[src/rtl/pf10_pkg.sv]
// Shared types, constants and the alphabet table for the 10x10 Playfair decrypter.
// No dependencies; imported by every module of the block but pf10_ram.
`default_nettype none

package pf10_pkg;

	localparam int SIDE   = 10;
	localparam int CELLS  = SIDE * SIDE;
	localparam int IDX_W  = $clog2(CELLS);
	localparam int POS_W  = $clog2(SIDE);

	localparam logic FUNC_KEY  = 1'b0;
	localparam logic FUNC_PAIR = 1'b1;

	localparam logic [2:0] ST_PLAIN = 3'd0;
	localparam logic [2:0] ST_EQUAL = 3'd1;
	localparam logic [2:0] ST_MISS  = 3'd2;
	localparam logic [2:0] ST_KEY   = 3'd3;
	localparam logic [2:0] ST_FULL  = 3'd4;

	// UTF-8 alphabet, filled in after the key; the C3 bytes repeat on purpose
	localparam logic [7:0] ALPHA_ROM [CELLS] = '{
		8'h41, 8'h42, 8'h43, 8'h44, 8'h45, 8'h46, 8'h47, 8'h48, 8'h49, 8'h4A,
		8'h4B, 8'h4C, 8'h4D, 8'h4E, 8'h4F, 8'h50, 8'h51, 8'h52, 8'h53, 8'h54,
		8'h55, 8'h56, 8'h57, 8'h58, 8'h59, 8'h5A,
		8'h61, 8'h62, 8'h63, 8'h64, 8'h65, 8'h66, 8'h67, 8'h68, 8'h69, 8'h6A,
		8'h6B, 8'h6C, 8'h6D, 8'h6E, 8'h6F, 8'h70, 8'h71, 8'h72, 8'h73, 8'h74,
		8'h75, 8'h76, 8'h77, 8'h78, 8'h79, 8'h7A,
		8'h30, 8'h31, 8'h32, 8'h33, 8'h34, 8'h35, 8'h36, 8'h37, 8'h38, 8'h39,
		8'h21, 8'h40, 8'h23, 8'h24, 8'h25, 8'h5E, 8'h26, 8'h2A, 8'h28, 8'h29,
		8'h5F, 8'h2B, 8'h2D, 8'h3D, 8'h5B, 8'h5D, 8'h7B, 8'h7D, 8'h7C, 8'h3B,
		8'h3A, 8'h2C, 8'h2E, 8'h3C, 8'h3E, 8'h3F, 8'h2F, 8'h60, 8'h7E,
		8'hC2, 8'hA9, 8'hC3, 8'h9C, 8'hC3, 8'hBC, 8'hC3, 8'h98,
		8'h20
	};

	typedef struct packed {
		logic             hit_x;
		logic [POS_W-1:0] col_x;
		logic             hit_y;
		logic [POS_W-1:0] col_y;
	} lane_res_t;

	typedef struct packed {
		logic             found_a;
		logic [POS_W-1:0] row_a;
		logic [POS_W-1:0] col_a;
		logic             found_b;
		logic [POS_W-1:0] row_b;
		logic [POS_W-1:0] col_b;
	} pos_t;

	function automatic logic [7:0] rom_byte(input logic [IDX_W-1:0] idx);
		return (idx < IDX_W'(CELLS)) ? ALPHA_ROM[idx] : 8'h00;
	endfunction

	function automatic logic [IDX_W-1:0] cell_addr(input logic [POS_W-1:0] row,
		input logic [POS_W-1:0] col);
		return IDX_W'(row * SIDE + col);
	endfunction

	// one step back with wrap
	function automatic logic [POS_W-1:0] prev_pos(input logic [POS_W-1:0] p);
		return (p == '0) ? POS_W'(SIDE - 1) : p - POS_W'(1);
	endfunction

endpackage

`default_nettype wire

[src/rtl/playfair_10x10_decrypt.sv]
// Playfair decrypter over a 10x10 byte square: ten row lanes, merge stage,
// square RAM. Depends on pf10_pkg, pf10_lane, pf10_merge and pf10_ram.
//
// A key request is answered in the next cycle with status 3, or 4 once 100
// key bytes are held; a key request marked last also completes the square
// from the alphabet table, one table entry per cycle, and is answered when
// the fill ends. The first key request after a completed square starts a
// new key. A pair request passes through a registered compare across the
// ten row lanes, the merge into positions, and a read of both plaintext
// bytes from the square RAM. Equal pairs (status 1) and pairs sent before a
// complete square (status 2) are answered in the next cycle. Plaintext
// bytes are zero unless status is 0. The answer sits in an output register,
// and a new request is taken in the cycle that the previous answer leaves.
`default_nettype none

module playfair_10x10_decrypt (
	input  wire logic       clk,
	input  wire logic       arst_n,
	input  wire logic       req_valid,
	output logic            req_ready,
	input  wire logic       func,
	input  wire logic [7:0] byte_a,
	input  wire logic [7:0] byte_b,
	input  wire logic       key_last,
	output logic            rsp_valid,
	input  wire logic       rsp_ready,
	output logic [7:0]      plain_a,
	output logic [7:0]      plain_b,
	output logic [2:0]      status
);

	import pf10_pkg::*;

	typedef enum logic [4:0] {
		S_IDLE  = 5'b00001,
		S_LANE  = 5'b00010,
		S_MERGE = 5'b00100,
		S_DATA  = 5'b01000,
		S_FILL  = 5'b10000
	} state_t;

	state_t                       state_q;
	logic [IDX_W-1:0]             fill_q;
	logic                         complete_q;
	logic [IDX_W-1:0]             key_len_q;
	logic [IDX_W-1:0]             rom_idx_q;
	logic [2:0]                   key_status_q;
	logic [7:0]                   a_q;
	logic [7:0]                   b_q;
	logic                         rsp_valid_q;
	logic [7:0]                   plain_a_q;
	logic [7:0]                   plain_b_q;
	logic [2:0]                   status_q;
	logic [CELLS-1:0][7:0]        square_q;
	lane_res_t [SIDE-1:0]         lane_s1;
	logic                         fvalid_s1;
	logic [7:0]                   from_s1;

	logic                         accept;
	logic                         rsp_load;
	logic [IDX_W-1:0]             eff_fill;
	logic                         key_room;
	logic [IDX_W-1:0]             key_fill_next;
	logic [2:0]                   key_status;
	logic [IDX_W-1:0]             limit;
	logic [CELLS-1:0]             cell_en;
	logic [7:0]                   lane_x;
	lane_res_t [SIDE-1:0]         lane_res;
	pos_t                         pos;
	logic                         wr_en;
	logic [IDX_W-1:0]             wr_addr;
	logic [7:0]                   wr_data;
	logic                         fill_done;
	logic [IDX_W-1:0]             ta;
	logic [IDX_W-1:0]             tb;
	logic [7:0]                   rd_a;
	logic [7:0]                   rd_b;

	assign req_ready = (state_q == S_IDLE) && (!rsp_valid_q || rsp_ready);
	assign accept    = req_valid && req_ready;
	assign rsp_valid = rsp_valid_q;
	assign plain_a   = plain_a_q;
	assign plain_b   = plain_b_q;
	assign status    = status_q;

	assign eff_fill      = complete_q ? '0 : fill_q;
	assign key_room      = eff_fill < IDX_W'(CELLS);
	assign key_fill_next = key_room ? eff_fill + IDX_W'(1) : eff_fill;
	assign key_status    = key_room ? ST_KEY : ST_FULL;

	// key length bounds the search during fill, whole square otherwise
	assign limit  = (state_q == S_FILL) ? key_len_q : IDX_W'(CELLS);
	assign lane_x = (state_q == S_FILL) ? rom_byte(rom_idx_q) : a_q;

	always_comb begin
		for (int i = 0; i < CELLS; i++) begin
			cell_en[i] = IDX_W'(i) < limit;
		end
	end

	for (genvar g = 0; g < SIDE; g++) begin : g_lane
		pf10_lane u_lane (
			.cells (square_q[g*SIDE +: SIDE]),
			.en    (cell_en[g*SIDE +: SIDE]),
			.x     (lane_x),
			.y     (b_q),
			.res   (lane_res[g])
		);
	end

	pf10_merge u_merge (
		.lanes (lane_s1),
		.pos   (pos)
	);

	always_comb begin
		wr_en   = 1'b0;
		wr_addr = fill_q;
		wr_data = from_s1;
		if (state_q == S_IDLE && accept && func == FUNC_KEY && key_room) begin
			wr_en   = 1'b1;
			wr_addr = eff_fill;
			wr_data = byte_a;
		end else if (state_q == S_FILL && fvalid_s1 && !pos.found_a
			&& fill_q < IDX_W'(CELLS)) begin
			wr_en = 1'b1;
		end
	end

	assign fill_done = (state_q == S_FILL) && (fill_q == IDX_W'(CELLS)
		|| (rom_idx_q == IDX_W'(CELLS) && !fvalid_s1));

	assign rsp_load = (state_q == S_IDLE && accept && ((func == FUNC_KEY) ? !key_last
			: (!complete_q || byte_a == byte_b)))
		|| (state_q == S_MERGE && !(pos.found_a && pos.found_b))
		|| (state_q == S_DATA)
		|| fill_done;

	always_comb begin
		if (pos.row_a == pos.row_b) begin
			ta = cell_addr(pos.row_a, prev_pos(pos.col_a));
			tb = cell_addr(pos.row_b, prev_pos(pos.col_b));
		end else if (pos.col_a == pos.col_b) begin
			ta = cell_addr(prev_pos(pos.row_a), pos.col_a);
			tb = cell_addr(prev_pos(pos.row_b), pos.col_b);
		end else begin
			ta = cell_addr(pos.row_a, pos.col_b);
			tb = cell_addr(pos.row_b, pos.col_a);
		end
	end

	pf10_ram #(
		.WIDTH (8),
		.DEPTH (CELLS)
	) u_ram (
		.clk     (clk),
		.we      (wr_en),
		.waddr   (wr_addr),
		.wdata   (wr_data),
		.raddr_a (ta),
		.raddr_b (tb),
		.rdata_a (rd_a),
		.rdata_b (rd_b)
	);

	always_ff @(posedge clk) begin
		if (wr_en) begin
			square_q[wr_addr] <= wr_data;
		end
		lane_s1 <= lane_res;
		from_s1 <= lane_x;
	end

	always_ff @(posedge clk or negedge arst_n) begin
		if (!arst_n) begin
			state_q      <= S_IDLE;
			fill_q       <= '0;
			complete_q   <= 1'b0;
			key_len_q    <= '0;
			rom_idx_q    <= '0;
			key_status_q <= ST_KEY;
			a_q          <= '0;
			b_q          <= '0;
			rsp_valid_q  <= 1'b0;
			plain_a_q    <= '0;
			plain_b_q    <= '0;
			status_q     <= ST_PLAIN;
			fvalid_s1    <= 1'b0;
		end else begin
			fvalid_s1   <= (state_q == S_FILL) && (rom_idx_q < IDX_W'(CELLS));
			rsp_valid_q <= rsp_load || (rsp_valid_q && !rsp_ready);
			unique case (state_q)
				S_IDLE: begin
					if (accept) begin
						if (func == FUNC_KEY) begin
							complete_q <= 1'b0;
							fill_q     <= key_fill_next;
							if (key_last) begin
								key_len_q    <= key_fill_next;
								key_status_q <= key_status;
								rom_idx_q    <= '0;
								state_q      <= S_FILL;
							end else begin
								plain_a_q   <= '0;
								plain_b_q   <= '0;
								status_q    <= key_status;
							end
						end else if (!complete_q || byte_a == byte_b) begin
							plain_a_q   <= '0;
							plain_b_q   <= '0;
							status_q    <= complete_q ? ST_EQUAL : ST_MISS;
						end else begin
							a_q     <= byte_a;
							b_q     <= byte_b;
							state_q <= S_LANE;
						end
					end
				end
				S_LANE: begin
					state_q <= S_MERGE;
				end
				S_MERGE: begin
					if (pos.found_a && pos.found_b) begin
						state_q <= S_DATA;
					end else begin
						plain_a_q   <= '0;
						plain_b_q   <= '0;
						status_q    <= ST_MISS;
						state_q     <= S_IDLE;
					end
				end
				S_DATA: begin
					plain_a_q   <= rd_a;
					plain_b_q   <= rd_b;
					status_q    <= ST_PLAIN;
					state_q     <= S_IDLE;
				end
				S_FILL: begin
					if (wr_en) begin
						fill_q <= fill_q + IDX_W'(1);
					end
					if (rom_idx_q < IDX_W'(CELLS)) begin
						rom_idx_q <= rom_idx_q + IDX_W'(1);
					end
					if (fill_done) begin
						complete_q  <= 1'b1;
						plain_a_q   <= '0;
						plain_b_q   <= '0;
						status_q    <= key_status_q;
						state_q     <= S_IDLE;
					end
				end
				default: begin
					state_q <= S_IDLE;
				end
			endcase
		end
	end

	a_fill_bound: assert property (@(posedge clk) disable iff (!arst_n)
		fill_q <= IDX_W'(CELLS))
		else $error("fill count beyond square");

	a_req_progress: assert property (@(posedge clk) disable iff (!arst_n)
		accept |=> (state_q != S_IDLE || rsp_valid_q))
		else $error("request accepted but neither answered nor in progress");

	a_fill_incomplete: assert property (@(posedge clk) disable iff (!arst_n)
		(state_q == S_FILL) |-> !complete_q)
		else $error("square marked complete during fill");

	a_pair_complete: assert property (@(posedge clk) disable iff (!arst_n)
		(state_q == S_LANE) |-> (complete_q && a_q != b_q))
		else $error("pair lookup without complete square or with equal bytes");

endmodule

`default_nettype wire

[src/rtl/pf10_ram.sv]
// Generic single-write, dual-read RAM with registered read data.
// No dependencies.
`default_nettype none

module pf10_ram #(
	parameter int WIDTH = 8,
	parameter int DEPTH = 100
) (
	input  wire logic                     clk,
	input  wire logic                     we,
	input  wire logic [$clog2(DEPTH)-1:0] waddr,
	input  wire logic [WIDTH-1:0]         wdata,
	input  wire logic [$clog2(DEPTH)-1:0] raddr_a,
	input  wire logic [$clog2(DEPTH)-1:0] raddr_b,
	output logic      [WIDTH-1:0]         rdata_a,
	output logic      [WIDTH-1:0]         rdata_b
);

	logic [WIDTH-1:0] mem [DEPTH];

	always_ff @(posedge clk) begin
		if (we) begin
			mem[waddr] <= wdata;
		end
		rdata_a <= mem[raddr_a];
		rdata_b <= mem[raddr_b];
	end

endmodule

`default_nettype wire

[src/rtl/pf10_lane.sv]
// One row lane: compares two search bytes against the enabled cells of a row
// and returns the first matching column of each. Depends on pf10_pkg.
`default_nettype none

module pf10_lane (
	input  wire logic [pf10_pkg::SIDE-1:0][7:0] cells,
	input  wire logic [pf10_pkg::SIDE-1:0]      en,
	input  wire logic [7:0]                     x,
	input  wire logic [7:0]                     y,
	output pf10_pkg::lane_res_t                 res
);

	import pf10_pkg::*;

	always_comb begin
		res = '0;
		for (int i = SIDE - 1; i >= 0; i--) begin
			if (en[i] && cells[i] == x) begin
				res.hit_x = 1'b1;
				res.col_x = POS_W'(i);
			end
			if (en[i] && cells[i] == y) begin
				res.hit_y = 1'b1;
				res.col_y = POS_W'(i);
			end
		end
	end

endmodule

`default_nettype wire

[src/rtl/pf10_merge.sv]
// Merge stage: picks the first row whose lane hit, giving row and column
// of each search byte. Depends on pf10_pkg.
`default_nettype none

module pf10_merge (
	input  wire pf10_pkg::lane_res_t [pf10_pkg::SIDE-1:0] lanes,
	output pf10_pkg::pos_t                                pos
);

	import pf10_pkg::*;

	always_comb begin
		pos = '0;
		for (int r = SIDE - 1; r >= 0; r--) begin
			if (lanes[r].hit_x) begin
				pos.found_a = 1'b1;
				pos.row_a   = POS_W'(r);
				pos.col_a   = lanes[r].col_x;
			end
			if (lanes[r].hit_y) begin
				pos.found_b = 1'b1;
				pos.row_b   = POS_W'(r);
				pos.col_b   = lanes[r].col_y;
			end
		end
	end

endmodule

`default_nettype wire

[config.mk]
export PLATFORM = sky130hd
export DESIGN_NAME = playfair_10x10_decrypt
export DESIGN_NICKNAME = d
export VERILOG_FILES = /design/src/rtl/pf10_pkg.sv /design/src/rtl/playfair_10x10_decrypt.sv /design/src/rtl/pf10_ram.sv /design/src/rtl/pf10_lane.sv /design/src/rtl/pf10_merge.sv
export SDC_FILE = /design/constraint.sdc
export NUM_CORES = 2
export LEC_CHECK = 0
export BUFFER_PORTS_ARGS = -buffer_cell sky130_fd_sc_hd__buf_2
export CAP_MARGIN = 15
export CORE_ASPECT_RATIO = 1.4
export CORE_UTILIZATION = 40
export CTS_CLUSTER_SIZE = 8
export DETAILED_ROUTE_END_ITERATION = 8
export REMOVE_ABC_BUFFERS = 1
export SYNTH_ARGS = -nofsm -noshare
export SYNTH_HDL_FRONTEND = slang
export SYNTH_HIERARCHICAL = 1
export SYNTH_SLANG_ARGS = --single-unit
[constraint.sdc]
create_clock -name clk -period 14.3 [get_ports clk]
set_clock_uncertainty 0.2 [all_clocks]
set_input_delay 2.145 -clock clk [delete_from_list [all_inputs] [get_ports clk]]
set_output_delay 2.145 -clock clk [all_outputs]
set_load 0.02 [all_outputs]
==> results.md <==
- Status: finished clean
- RePlAce Congestion: just over 1
- Max-cap violations: 0
- P_int: about 11 mW
- Core ar.: between 200000 and 250000 sq um
- Synth Register Bits: 1790
- Worst setup EP type: flip-flop
- Placed Cells: about 10000
- # hold bufs at CTS: 0
- Die ar.: between 200000 and 250000 sq um
- Critical path type: flip-flop to flip-flop
- Routed Antenna Nets: 0
- Power Total: around 16 mW
- Starting Density: 40.3%
- Setup tns final: 0 ps
- Final critical-path share of the clock period: 53.1%
- RSZ-0062 raised after global routing: no
- Clk pwr share: a little over a third
- Leading cell types in the layout, fill and taps excluded: 1600 x edfxtp_1, 1437 x xnor2_1, 402 x nand2_1
- Register area: 52200 sq um
- Clk sinks: 1790
- Post-CTS setup buffer count: 0
- Global route total overflow: 0
- Final number of setup-violating endpoints: 0
- CTS Root Buffer Type: clkbuf_16
- Most used DFF post-synth: edfxtp_1
- DRT Pass-1 Iters: 6
- Netlist cell types: 101
- WP data required: 14800 ps
- Share of cells above drive strength 1: around 14%
- Area Growth Syn to Fin: 10.8%
- Pin slew with the least headroom to its limit: roughly 1300 ps
- Skew-Pair Late Insertion Delay: between 800 and 900 ps
- Clk slew on worst S/H paths: 60 ps
- Combinational power share: 26.1%
- Initial antenna violation count: 16
- DIE WIDTH: around 420 um
- Sequential power share: between 30% and 40%
- Final min period: 7590 ps
- Crit-path max cell delay: approximately 960 ps
- Max VDD drop: 152 uV
- Arrival @ worst endpoint: a little over 8000 ps
- Clock Path Buffers: 4
- Commonest non-fill, non-tap cell in the layout: edfxtp_1
- Sw frac: about a third
- Slew HR: between 10% and 20%
- Placed cell area: between 90000 and 100000 sq um
- H-tree Lvls: 5
- Routed vias: around 64000
- Die height: about 580 um
- Avg WL per Cell: 31.2 um
- Final hold viol count: 0
- Cell Area, Synth: slightly below 100000 sq um
- First-pass GRT wire length: ~470000 um
- Largest net degree at the start of global routing: 141
- HPWL Detailed: 208000 um
- Total GRT Usage: between 20% and 30%
- DRC: 0
- Post-Route WL: roughly 330000 um
- Fmax: 132 MHz
- Num rows: about 210
- Worst-path cell chain: or2_2 -> a221oi_1 -> nand2_1 -> o21ai_0 -> buf_2 -> nand2b_1 -> nor2b_1 -> ha_1 -> inv_1 -> fa_1 -> nor2b_1 -> o21ai_0 -> a221o_1 -> a21oi_4 -> nand3b_1 -> o22ai_1 -> nor4_1 -> o22ai_1 -> a31oi_1
- Util after Layout: about 45%
- P per Cell Area: 150 nW/um^2
- Number of flops mapped to enable cells by yosys: between 1500 and 2000
- Final WS setup: 6710 ps
- Leak pwr: around 33 nW
- Synthesized area per cell: 13.4 sq um
- Hold Path Class: flip-flop to flip-flop
- Dpl ws: around 7200 ps
- Starting DRT DRC Count: between 6000 and 7000
- CTS tree: yes
- Final Slew Violations: 0
- Switching power: 5.14 mW
- Sequential-to-total area share from yosys stat: a little over half
- PortBufs: between 40 and 50
- Vias in the first global route: 66385
- Hold_ws: between 200 and 300 ps
- Critical Path Fanout Max: 24
- Post-CTS Resized: 0
- Top flop regs: square_q: 800 flops, u_ram/mem: 800 flops, lane_s1: 100 flops
- Asr flop ratio synth: under 10%
- Fin cells: between 10000 and 15000
- Num CTS Buffers: roughly 270
- Synth Instances: between 7000 and 8000
- Post-route cell area: between 100000 and 150000 sq um
- Vias/cell: just over 6
- Slowest cell on crit path: nand3b_1
- Ys Warns: 6
- Boundary Pins: 43
- Final nets: around 7300
- Multi-input gate area: about 41000 sq um
- Fillers: about 21000
- Startpoint types: flip-flop
final timing paths:
check	startpoint	endpoint	slack, ps	cells past startpoint
worst max-delay path	lane_s1[9]$_DFF_P_	u_ram/rdata_a[2]$_DFF_P_	6710	19
worst min-delay path	key_status_q[2]$_DFFE_PN0P_	key_status_q[2]$_DFFE_PN0P_	280	2
worst max register to register	lane_s1[9]$_DFF_P_	u_ram/rdata_a[2]$_DFF_P_	6710	19
worst min register to register	key_status_q[2]$_DFFE_PN0P_	key_status_q[2]$_DFFE_PN0P_	280	2
max in group asynchronous	arst_n	b_q[4]$_DFFE_PN0P_	11740	2
min in group asynchronous	arst_n	plain_b[6]$_DFFE_PN0P_	940	1
final cells by class:
cell class	instances	share of cell area, %
Multi-Input combinational cell	4943	38.8
Tap cell	3103	3.64
Antenna cell	7	0.0164
Inverter	75	0.264
Clock buffer	391	6.80
Clock inverter	17	0.208
Sequential cell	1790	48.9
Timing Repair Buffer	181	1.31
kinds of logic after synthesis:
| group | after synthesis | share of synthesized area (%) |
|---|---|---|
| mux | 515 | 10.7 |
| simple gates | 2043 | 11.3 |
| flops | 1790 | 54.2 |
| xor+xnor | 1645 | 15.1 |
| fa+ha+maj | 55 | 0.793 |
| compound gates | 685 | 4.72 |
| buf+inv | 473 | 3.20 |
synth_stat cells (all sizes together), types with 49 or more instances:
cell type | n | area [sq um]
a21oi | 109 | 553
a31oi | 64 | 400
buf | 309 | 2460
clkbuf | 89 | 342
dfrtp | 64 | 1600
dfxtp | 124 | 2480
edfxtp | 1600 | 48000
inv | 72 | 270
mux2i | 71 | 711
mux4 | 401 | 9110
nand2 | 405 | 1530
nand2b | 55 | 344
nand3 | 321 | 1620
nand4 | 298 | 1880
nor2 | 380 | 1470
nor2b | 49 | 307
nor3 | 223 | 1210
nor4 | 130 | 1110
o21ai | 137 | 689
o22ai | 107 | 669
or3 | 49 | 307
xnor2 | 1447 | 12700
xor2 | 198 | 1810
per-layer routing:
metal,routed length [um],global-route usage [%]
met5,108,0
met1,116000,30.2
met4,26600,18.5
met3,24900,4.71
met2,160000,45.3
worst max-delay path: cells and delay by family (launching register included):
| family | cells | cell delay (ps) |
|---|---|---|
| flip-flops | 1 | 370 |
| AO/OA/AOI/OAI | 8 | 3840 |
| buffers and inverters | 2 | 360 |
| adder cells (fa/ha/maj) | 2 | 610 |
| AND/OR/NAND/NOR | 7 | 2070 |
power groups by stage:
stage / clock [mW] / combinational [mW] / sequential, mW
after floorplan: 0 / 3.43 / 6.10
after global placement: 0 / 4.02 / 6.12
after detailed placement: 0 / 4.04 / 6.12
after CTS: 5.84 / 4.05 / 6.02
after global routing: 6.03 / 4.30 / 6.02
final: 5.78 / 4.17 / 6.03
Power figures use the tool's default switching activity.
